==> config.mk <==
export PLATFORM = sky130hd
export DESIGN_NAME = cspdp_ctrl
export DESIGN_NICKNAME = d
export VERILOG_FILES = /design/src/design/cspdp_pkg.sv /design/src/design/cspdp_ctrl.sv
export SDC_FILE = /design/constraint.sdc
export NUM_CORES = 1
export LEC_CHECK = 0
export BUFFER_PORTS_ARGS = -buffer_cell sky130_fd_sc_hd__buf_2
export CORE_AREA = 2 2 39 41
export CTS_BUF_LIST = sky130_fd_sc_hd__clkbuf_4
export CTS_CLUSTER_DIAMETER = 200
export CTS_CLUSTER_SIZE = 40
export DETAILED_ROUTE_END_ITERATION = 8
export DIE_AREA = 0 0 41 43
export GPL_TIMING_DRIVEN = 0
export REMOVE_ABC_BUFFERS = 1
export SLEW_MARGIN = 20
export SYNTH_ARGS = -nofsm -noshare
export SYNTH_HDL_FRONTEND = slang
export SYNTH_SLANG_ARGS = --single-unit
==> constraint.sdc <==
create_clock -name i_clk -period 1.1 [get_ports i_clk]
set_clock_uncertainty 0.05 [all_clocks]
set_input_delay 0.165 -clock i_clk [delete_from_list [all_inputs] [get_ports i_clk]]
set_output_delay 0.165 -clock i_clk [all_outputs]
set_load 0.02 [all_outputs]
==> src/design/cspdp_pkg.sv <==
`timescale 1ns / 1ps
`default_nettype none
// ---------------------------------------------------------------------------
// cspdp_pkg
// Shared constants and controller/datapath handshake types for the
// skip-checkpoint route length engine.
// ---------------------------------------------------------------------------
package cspdp_pkg;

    // default sizing of the top level
    localparam int MAX_SKIPS_DEF  = 15;
    localparam int COORD_BITS_DEF = 16;
    localparam int COST_BITS_DEF  = 32;

    // fixed field widths
    localparam int SKIP_REG_BITS = 4;
    localparam int OUT_BITS      = 32;

    // commands from the controller to the datapath
    typedef struct packed {
        logic load;     // capture the item and arm the update counters
        logic step;     // issue one distance-add-min update
        logic seed;     // first point of a route: row is zero at column 0
        logic finish;   // commit the point or emit the result
    } t_ctl_cmd;

    // status from the datapath to the controller
    typedef struct packed {
        logic ps_zero;    // window holds no point of the current route
        logic iter_last;  // the update issued now is the final one
        logic pipe_busy;  // updates still in flight
        logic out_free;   // output register can take a result
        logic last;       // captured item closes the route
    } t_ctl_sts;

endpackage
`default_nettype wire

==> src/design/cspdp_ctrl.sv <==
`timescale 1ns / 1ps
`default_nettype none
// ---------------------------------------------------------------------------
// cspdp_ctrl
// Sequencer: takes one item, seeds a route's first point or runs the row update
// loop, drains the pipeline, then commits the point or emits a result.
// ---------------------------------------------------------------------------
module cspdp_ctrl (
    input  wire logic                i_clk,
    input  wire logic                i_rst_n,
    input  wire logic                i_in_valid,
    output logic                     o_in_ready,
    input  wire cspdp_pkg::t_ctl_sts i_sts,
    output cspdp_pkg::t_ctl_cmd      o_cmd
);
    import cspdp_pkg::*;

    typedef enum logic [2:0] {
        S_IDLE,
        S_RUN,
        S_DRAIN,
        S_SEED,
        S_FINISH
    } t_state;

    t_state r_state;
    t_state n_state;
    logic   r_ready;
    logic   w_accept;

    assign w_accept   = i_in_valid && r_ready;
    assign o_in_ready = r_ready;

    // next state and commands
    always_comb begin
        n_state      = r_state;
        o_cmd        = '0;
        unique case (r_state)
            S_IDLE: begin
                if (w_accept) begin
                    o_cmd.load = 1'b1;
                    n_state    = i_sts.ps_zero ? S_SEED : S_RUN;
                end
            end
            S_RUN: begin
                o_cmd.step = 1'b1;
                if (i_sts.iter_last) begin
                    n_state = S_DRAIN;
                end
            end
            S_DRAIN: begin
                if (!i_sts.pipe_busy) begin
                    n_state = S_FINISH;
                end
            end
            S_SEED: begin
                o_cmd.seed = 1'b1;
                n_state    = S_FINISH;
            end
            S_FINISH: begin
                if (!i_sts.last || i_sts.out_free) begin
                    o_cmd.finish = 1'b1;
                    n_state      = S_IDLE;
                end
            end
            default: begin
                n_state = S_IDLE;
            end
        endcase
    end

    // state and registered ready
    always_ff @(posedge i_clk) begin
        if (!i_rst_n) begin
            r_state <= S_IDLE;
            r_ready <= 1'b0;
        end else begin
            r_state <= n_state;
            r_ready <= (n_state == S_IDLE);
        end
    end

    // an item is only taken with no update in flight
    assert property (@(posedge i_clk) disable iff (!i_rst_n)
        w_accept |-> !i_sts.pipe_busy)
        else $error("item accepted while updates are in flight");

    // a point is committed only after its row is fully written
    assert property (@(posedge i_clk) disable iff (!i_rst_n)
        o_cmd.finish |-> !i_sts.pipe_busy && !o_cmd.step)
        else $error("finish while the update pipeline is busy");

    // the update loop always ends with a drain before finishing
    assert property (@(posedge i_clk) disable iff (!i_rst_n)
        (o_cmd.step && i_sts.iter_last) |=> !o_cmd.step && !o_cmd.finish)
        else $error("loop end not followed by drain");

endmodule
`default_nettype wire

Yosys cells after proc, flatten, opt, wreduce, memory -nomap -nowiden
Index checks and enable logic that the tools add are counted.
- flip-flop bits (word level): 4
- bits in latches: 0
- memory bits (writable): 0
- memory bits (read-only): 0
- input port bits: 8
- logic and storage cells: 23
- memories kept: 0
- add/sub/neg operators: 0
- multiply operators: 0
- div/mod/pow operators: 0
- magnitude comparators: 0
- equality and inequality tests: 4
- shifts and indexed selects: 0
- mux-type cells: 12
- bitwise gates (word level): 0
- reductions and logical operators: 5
- operator list (kind ; number):
    one-hot mux 3 bit (5 select lines) ; 1
    2-to-1 mux 3 bit ; 4
    == test 3 x 2 -> 1 bit, second input constant ; 2
    logical NOT 3 bit ; 2
    2-to-1 mux 1 bit ; 6
    == test 3 x 1 -> 1 bit, second input constant ; 1
    == test 3 bit, second input constant ; 1
    2-to-1 mux 2 bit ; 1
    logical AND 1 bit ; 1
    logical NOT 1 bit ; 1
    logical OR 1 bit ; 1

Longest topological paths before layout
Gate-level depths: netlist of the first run.
- depth after elaboration: 5
- mapped depth: 3

Worst setup path after synthesis of the first run
OpenSTA, ideal clock, no wires.
- path kind: reg-to-output
- from: register r_state[2]
- to: output port o_cmd[0] (netlist bit)
- arrival: 1039 ps
- data required time: 885 ps
- path slack: -154 ps
- cell stages (with the launch flop): 3
- path buffers: 0
- cell sequence: dfxtp_1 > or3b_1 > and2b_1
- RTL lines (element ; RTL line ; source):
    start, declared ; cspdp_ctrl.sv:26 ; t_state r_state;
    start signal, assigned ; cspdp_ctrl.sv:78 ; r_state <= n_state;
    end, declared ; cspdp_ctrl.sv:14 ; output cspdp_pkg::t_ctl_cmd o_cmd

==> results.py, run 1 <==
metrics = {
    "logic_synthesis": {
        "synth-compound-area-share_pct": 15.22,
        "yosys.area_share.simple_pct": 48.37,
        "synthAdderAreaFrac_pct": 0,
        "synthCells": 27,
        "synth_ff_type": "dfxtp_1",
        "yosys_warnings": 0,
        "synth_edf_count": 0,
        "syn_avg_cell_area_sq_um": 8.527,
        "synthMuxAreaShare_pct": 0,
        "synthArstFlopShare_pct": 0,
        "syn-cell-area_sq_um": 230.2,
        "synth_cell_types": 18,
        "synth_top_family_by_area": "simple AND/OR/NAND/NOR gates",
        "synth_seq_cells": 4,
        "synth-seq-area-share_pct": 34.78,
        "synthXorXnorAreaFrac_pct": 0,
    },
    "setup_path": {
        "setup.worst_path.start_class": "register",
        "reg2reg_depth": 5,
        "worst_ep_required_time_ns": 0.88,
        "path_max_fanout": 2,
        "endpoint_kind": "output port",
        "critical_path_class": "register to output port",
        "crit_arrival_ns": 1.27,
    },
    "global_route": {
        "grt_pass1_wl_um": 1000,
        "gr-total-overflow": 0,
        "antenna_found_initial": 0,
        "grt_usage_pct": 8.835,
        "grt_pass1_vias": 286,
        "grt_max_degree": 8,
    },
    "sta": {
        "post-route-min-period_ns": 1.490,
        "finalSetupViolCount": 8,
        "setup_tns_ns": -1.545,
        "finalCritPeriodShare_pct": 135.4,
        "setup_slack_ns": -0.3897,
        "slew_headroom_pct": 85.82,
        "tightest_slew_ns": 0.2108,
        "slew_viol_final": 0,
        "rsz0062_at_grt": "true",
        "finalHoldViolations": 0,
        "fmax_mhz": 671.3,
        "worst_hold_slack_ns": 0.1566,
    },
    "floorplan": {
        "core_area_sq_mm": 0.001384,
        "die_x_um": 41,
        "io-pin-count": 13,
        "start_util_pct": 16.64,
        "die_area_sq_mm": 0.001763,
        "row_count": 14,
        "dieHeight_um": 43,
    },
    "clock_network": {
        "clk_pin_slew_ns": 0.04,
        "cts_tree": "yes",
        "cts.sinks": 4,
        "clkLatencyLatePin_ns": 0.23,
        "htreeDepth": 1,
        "clock_path_buffers": 2,
        "cts-root-buf": "clkbuf_4",
        "cts_inserted_buffers": 3,
    },
    "drt": {
        "wl_um": 658,
        "dr.pass1.iters": 4,
        "drtIter0Drc": 3,
        "drc": 0,
        "vias_per_cell": 4.400,
        "vias": 286,
        "wl_per_cell_um": 10.12,
        "ant_nets": 0,
    },
    "pwr": {
        "p_clk_share_pct": 34.5,
        "peakVddDrop_uv": 367.5,
        "p_switching_uw": 143.5,
        "swShare_pct": 28.09,
        "seqPwrFrac_pct": 32.8,
        "combPwrFrac_pct": 32.8,
        "p_per_area_mw_per_mm2": 1081,
        "p_leak_uw": 0.0002042,
        "internal-power_uw": 367.5,
    },
    "layout": {
        "area_growth_pct": 105.4,
        "final_util_pct": 34.18,
        "nNetsFinal": 59,
        "final_cell_mix": "buf_2, buf_4, buf_6, nand3b_1, clkbuf_4",
        "final_common_cell": "buf_2",
        "layout-drive-gt1-share_pct": 69.39,
        "num_antenna_cells": 0,
        "fin_area_sq_um": 473.0,
    },
    "run_status": {
        "violations": "setup timing",
        "outcome": "finished with violations",
    },
    "worst_hold_path": {
        "holdPathStages": 2,
        "min_path_type": "primary input to register",
    },
    "placement": {
        "gp_congestion": 0.6549,
        "dp.final_hpwl_um": 417.3,
        "portBuffers": 12,
        "dpl_cell_area_sq_um": 310.3,
    },
    "flow_run": {
        "maxCapViolations": 0,
    },
}
==> logic make-up after synthesis <==
family	count (synthesis)
AOI/OAI and AO/OA	5
buffers and inverters	1
and+or+nand+nor	17
DFF	4
==> area by class of cell <==
cell class | instances | area [sq um]
timing repair buffer | 19 | 141.4
tap | 16 | 20.02
clock buffer | 3 | 22.52
multi-input combinational | 22 | 196.4
fill | 144 | 910.9
sequential | 4 | 88.84
inverter | 1 | 3.754
==> power groups by stage <==
stage                     clock network (uW)  registers, uW  logic [uW]
after floorplan                            0            182        56.0
after global placement                     0            176        97.5
after detailed placement                   0            177        98.6
after CTS                                189            168         151
after global routing                     198            169         180
final                                    176            168         167
==> registers in the layout (all words and copies together), names as in the netlist <==
name and cells:
r_state 3, o_in_ready 1
==> cell usage after synthesis, drive strengths merged (2+ instances only) <==
cell type / count / area, sq um
nor3: 2 / 10.01
nand2b: 3 / 18.77
and2: 2 / 12.51
dfxtp: 4 / 80.08
nand3b: 3 / 22.52
==> critical path: stages, from the launching register on <==
cell and delay (ns):
dfxtp_4 0.33, or3b_4 0.39, and2b_1 0.21, buf_6 0.11
==> layer usage <==
layer	vias to the layer above	global-route usage, %	wire length, um
met1	135	7.395	217
li1	147	-	-
met5	-	0	0
met4	0	6.000	0
met3	0	4.712	35
met2	4	14.69	404
==> metrics by stage <==
step	setup WS [ns]	std cells	power, uW
after floorplan	-0.1542	27	238.4
after global placement	-0.2502	55	273.9
after detailed placement	-0.2386	55	275.4
after CTS	-0.3954	63	507.1
after global routing	-0.4256	65	546.9
final	-0.3897	65	511.1
==> what timing repair did <==
item                                    in CTS  in global routing
pin swaps                                    6                  6
resized for setup                           22                  4
endpoints found under the setup margin       6                  8
hold buffers                                 0                  0
buffers inserted                             5                  3
==> final timing paths <==
| path | startpoint | end | slack [ns] |
|---|---|---|---|
| min reg2reg | o_in_ready | r_state[0] | 0.61 |
| max reg2reg | r_state[0] | o_in_ready | -0.29 |
| max | r_state[0] | o_cmd[0] | -0.39 |
| min | i_rst_n | r_state[1] | 0.16 |
Power figures use the tool's default switching activity.
==> run 2: changes to the inputs <==
--- a/config.mk
+++ b/config.mk
@@ -13,6 +13,7 @@
 export DETAILED_ROUTE_END_ITERATION = 8
 export DIE_AREA = 0 0 41 43
 export GPL_TIMING_DRIVEN = 0
+export PLACE_DENSITY_LB_ADDON = 0.1
 export REMOVE_ABC_BUFFERS = 1
 export SLEW_MARGIN = 20
 export SYNTH_ARGS = -nofsm -noshare
==> results.py, run 2 (synthesis results as in run 1) <==
metrics = {
    "placement": {
        "placed_cells": 55,
        "portBuffers": 12,
        "dp.final_hpwl_um": 428.4,
        "place_worst_setup_slack_ns": -0.2520,
        "dpl_cell_area_sq_um": 310.3,
        "gp_congestion": 0.6406,
    },
    "drt": {
        "drc": 0,
        "vias": 288,
        "wl_um": 677,
        "wl_per_cell_um": 10.26,
        "drtIter0Drc": 0,
        "ant_nets": 0,
        "dr.pass1.iters": 1,
        "vias_per_cell": 4.364,
    },
    "setup_path": {
        "max_stage_delay_ns": 0.39,
        "path_max_fanout": 2,
        "crit_arrival_ns": 1.27,
        "worst_ep_required_time_ns": 0.88,
        "critical_path_class": "register to output port",
        "endpoint_kind": "output port",
        "slowest_stage": "or3b_4",
        "crit_chain": "or3b_4, and2b_1, buf_6",
        "setup.worst_path.start_class": "register",
    },
    "layout": {
        "nNetsFinal": 60,
        "top_register": "r_state",
        "fill_cells": 146,
        "final_common_cell": "buf_6",
        "multi_input_comb_area_sq_um": 210.2,
        "final-seq-area_sq_um": 91.34,
        "num_antenna_cells": 0,
        "fin_area_sq_um": 511.7,
        "layout-drive-gt1-share_pct": 70.00,
        "largest_reg_flops": 3,
        "area_growth_pct": 122.3,
        "instances_no_fill": 66,
        "final_cell_mix": "buf_6, buf_2",
    },
    "run_status": {
        "violations": "setup timing",
        "outcome": "finished with violations",
    },
    "floorplan": {
        "die_x_um": 41,
        "dieHeight_um": 43,
        "die_area_sq_mm": 0.001763,
        "core_area_sq_mm": 0.001384,
        "row_count": 14,
        "start_util_pct": 16.64,
        "io-pin-count": 13,
    },
    "sta": {
        "finalHoldViolations": 0,
        "finalSetupViolCount": 6,
        "worst_hold_slack_ns": 0.1381,
        "fmax_mhz": 671.6,
        "rsz0062_at_grt": "true",
        "tightest_slew_ns": 0.3245,
        "setup_slack_ns": -0.3889,
        "post-route-min-period_ns": 1.489,
        "slew_headroom_pct": 78.32,
        "slew_viol_final": 0,
        "finalCritPeriodShare_pct": 135.4,
        "setup_tns_ns": -1.568,
    },
    "clock_network": {
        "ctsHoldBuffers": 0,
        "clk_pin_slew_ns": 0.04,
        "clkLatencyLatePin_ns": 0.23,
        "cts-root-buf": "clkbuf_4",
        "clock_path_buffers": 2,
        "cts_tree": "yes",
        "cts.sinks": 4,
        "htreeDepth": 1,
        "cts_inserted_buffers": 3,
    },
    "flow_run": {
        "maxCapViolations": 0,
    },
    "global_route": {
        "antenna_found_initial": 0,
        "grt_max_degree": 9,
        "grt_usage_pct": 9.719,
        "gr-total-overflow": 0,
        "grt_pass1_vias": 306,
        "grt_pass1_wl_um": 1145,
    },
    "pwr": {
        "p_per_area_mw_per_mm2": 1040,
        "p_leak_uw": 0.0002141,
        "peakVddDrop_uv": 354.3,
    },
    "worst_hold_path": {
        "min_path_type": "primary input to register",
    },
}
-- run 2: changes by cell type in the layout (fill, tap and decap cells not counted), sizes merged --
| cell | change |
|---|---|
| buf | +1 |
-- run 2: worst paths after layout --
| check | from | slack, ns | to | cells after the start |
|---|---|---|---|---|
| max reg2reg | r_state[1] | -0.29 | o_in_ready | 5 |
| min reg2reg | o_in_ready | 0.60 | r_state[0] | 3 |
| max | r_state[1] | -0.39 | o_cmd[0] | 3 |
| min | i_rst_n | 0.14 | r_state[1] | 2 |
-- run 2: through the flow --
stage	utilization (%)	power, uW
3_3_place_gp	22.42	277.5
2_1_floorplan	-	238.4
4_1_cts	29.57	485.1
5_1_grt	36.98	566.7
6_report	36.98	532.5
3_5_place_dp	22.42	276.3
-- run 2: what timing repair did --
action	CTS	global route
setup endpoints to repair	6	8
resized for setup	14	17
pin swaps	2	7
buffers inserted	4	4
-- run 2: final cells by class --
| type | count | share of cell area (%) |
|---|---|---|
| Clock buffer | 3 | 4.401 |
| Inverter | 1 | 0.7335 |
| Multi-Input combinational cell | 22 | 41.08 |
| Sequential cell | 4 | 17.85 |
| Tap cell | 16 | 3.912 |
| Timing Repair Buffer | 20 | 32.03 |
-- run 2: worst max-delay path: cells and delay by family, from the launching register on --
kind	cells	cell delay (ns)
buf+inv	1	0.11
flops	1	0.33
simple gates	2	0.60
-- run 2: per-layer routing --
metal  track usage, %  share of wire (%)  vias to the layer above
met1            7.987                 35                      134
li1                 -                  -                      146
met4            6.000               0.59                        0
met3            3.141                5.2                        2
met2            17.81                 59                        6
met5                0                  0                        -
-- run 2: where the power goes --
group          internal [uW]  total [uW]  switching (uW)
Combinational           99.2         184            84.5
Clock                    122         180            57.8
Sequential               157         169            11.6
==> run 3: changes to the inputs <==
--- a/config.mk
+++ b/config.mk
@@ -12,7 +12,7 @@
 export CTS_CLUSTER_SIZE = 40
 export DETAILED_ROUTE_END_ITERATION = 8
 export DIE_AREA = 0 0 41 43
-export GPL_TIMING_DRIVEN = 0
+export GPL_TIMING_DRIVEN = 1
 export PLACE_DENSITY_LB_ADDON = 0.1
 export REMOVE_ABC_BUFFERS = 1
 export SLEW_MARGIN = 20
==> results.py, run 3 (synthesis results as in run 1) <==
metrics = {
    "sta": {
        "finalHoldViolations": 0,
        "post-route-min-period_ns": 1.467,
        "finalCritPeriodShare_pct": 133.3,
        "rsz0062_at_grt": "true",
        "slew_viol_final": 0,
        "tightest_slew_ns": 0.2481,
        "setup_slack_ns": -0.3666,
        "slew_headroom_pct": 83.31,
        "fmax_mhz": 681.9,
        "setup_tns_ns": -1.209,
        "finalSetupViolCount": 6,
        "worst_hold_slack_ns": 0.1296,
    },
    "worst_hold_path": {
        "min_to": "r_state[1]",
        "holdPathStages": 2,
        "min-delay-start": "i_rst_n",
        "min_path_type": "primary input to register",
    },
    "clock_network": {
        "ctsHoldBuffers": 0,
        "cts-root-buf": "clkbuf_4",
        "htreeDepth": 1,
        "cts_inserted_buffers": 3,
        "cts_tree": "yes",
        "clk_pin_slew_ns": 0.04,
        "clkLatencyLatePin_ns": 0.23,
        "cts.sinks": 4,
        "clock_path_buffers": 2,
    },
    "setup_path": {
        "crit_arrival_ns": 1.25,
        "critical_path_class": "register to output port",
        "endpoint_kind": "output port",
        "r2r_setup_slack_ns": -0.10,
        "worst_ep_required_time_ns": 0.88,
        "worstReg2RegStart": "r_state[0]",
        "rr_endpoint": "r_state[2]",
        "path_max_fanout": 3,
        "reg2reg_depth": 4,
        "setup.worst_path.start_class": "register",
    },
    "layout": {
        "instances_no_fill": 65,
        "largest_reg_flops": 3,
        "num_antenna_cells": 0,
        "fill_cells": 152,
        "fin_area_sq_um": 466.7,
        "area_growth_pct": 102.7,
        "top_register": "r_state",
        "final_common_cell": "buf_2",
        "final_cell_mix": "buf_2, buf_4, buf_6, nand3b_1, clkbuf_4",
        "nNetsFinal": 59,
        "layout-drive-gt1-share_pct": 67.35,
    },
    "drt": {
        "ant_nets": 0,
        "vias": 281,
        "met3_length_um": 43,
        "wl_um": 671,
        "wl_per_cell_um": 10.32,
        "wl_met2_um": 350,
        "highest_layer": "met4",
        "drc": 0,
        "wl_met1_um": 273,
        "dr.pass1.iters": 1,
        "drtIter0Drc": 0,
        "vias_per_cell": 4.323,
    },
    "global_route": {
        "antenna_found_initial": 0,
        "grt_usage_pct": 9.027,
        "gr-total-overflow": 0,
        "grt_pass1_wl_um": 1014,
        "grt_pass1_vias": 257,
        "grt_max_degree": 8,
    },
    "pwr": {
        "p_leak_uw": 0.0001997,
        "p_per_area_mw_per_mm2": 1120,
        "peakVddDrop_uv": 394.5,
        "power_uw": 522.7,
    },
    "floorplan": {
        "row_count": 14,
        "die_x_um": 41,
        "dieHeight_um": 43,
        "io-pin-count": 13,
        "start_util_pct": 16.64,
        "die_area_sq_mm": 0.001763,
        "core_area_sq_mm": 0.001384,
    },
    "flow_run": {
        "maxCapViolations": 0,
    },
    "placement": {
        "portBuffers": 12,
        "gp_congestion": 0.6247,
        "dpl_cell_area_sq_um": 332.8,
        "dp.final_hpwl_um": 468.2,
        "placed_cells": 58,
    },
    "run_status": {
        "outcome": "finished with violations",
        "violations": "setup timing",
    },
}
## run 3: cell count changes in the layout (fill, tap and decap cells not counted), moves of 2 or more
cell / change
dfxtp_4: -3
buf_6: -5
dfxtp_2: +2
buf_4: +4
## run 3: layout make-up
type	count	area (sq um)	area share (%)
clock buffers	3	22.52	4.826
multi-input cells	22	200.2	42.90
repair buffers	19	137.6	29.49
well taps	16	20.02	4.290
flip-flops and latches	4	82.58	17.69
inverters	1	3.754	0.8043
## run 3: critical path, stage by stage, from the launching register on
cell	delay (ns)
dfxtp_1	0.30
or3b_4	0.39
and2b_1	0.21
buf_6	0.11
## run 3: power by group
group          internal (uW)  switching [uW]
Sequential               160            8.90
Combinational           89.0            80.5
Clock                    122            61.9
Total                    371             151
## run 3: repair_timing
action,4_1_cts,5_1_grt
pin swaps,5,5
endpoints found under the setup margin,7,8
resized for setup,15,7
setup buffers,2,3
## run 3: worst max-delay path by stage
stage | from | end | slack, ns | cells after the start
finish | r_state[0] | o_cmd[0] | -0.37 | 3
global route | r_state[0] | o_cmd[0] | -0.41 | 3
floorplan | r_state[2] | o_cmd[0] | -0.15 | 2
detailed placement | r_state[0] | o_cmd[0] | -0.15 | 3
global placement | r_state[0] | o_cmd[0] | -0.14 | 3
CTS | r_state[0] | o_cmd[0] | -0.38 | 3
## run 3: through the flow
step / setup slack [ns] / utilization (%)
2_1_floorplan: -0.1542 / -
3_3_place_gp: -0.1400 / 24.05
3_5_place_dp: -0.1497 / 24.05
4_1_cts: -0.3840 / 30.83
5_1_grt: -0.4114 / 33.73
6_report: -0.3666 / 33.73
## run 3: layer usage
metal / track usage [%] / vias to the layer above
met4: 8.000 / 0
li1: - / 145
met2: 12.50 / 6
met5: 0 / -
met1: 9.295 / 128
met3: 4.712 / 2
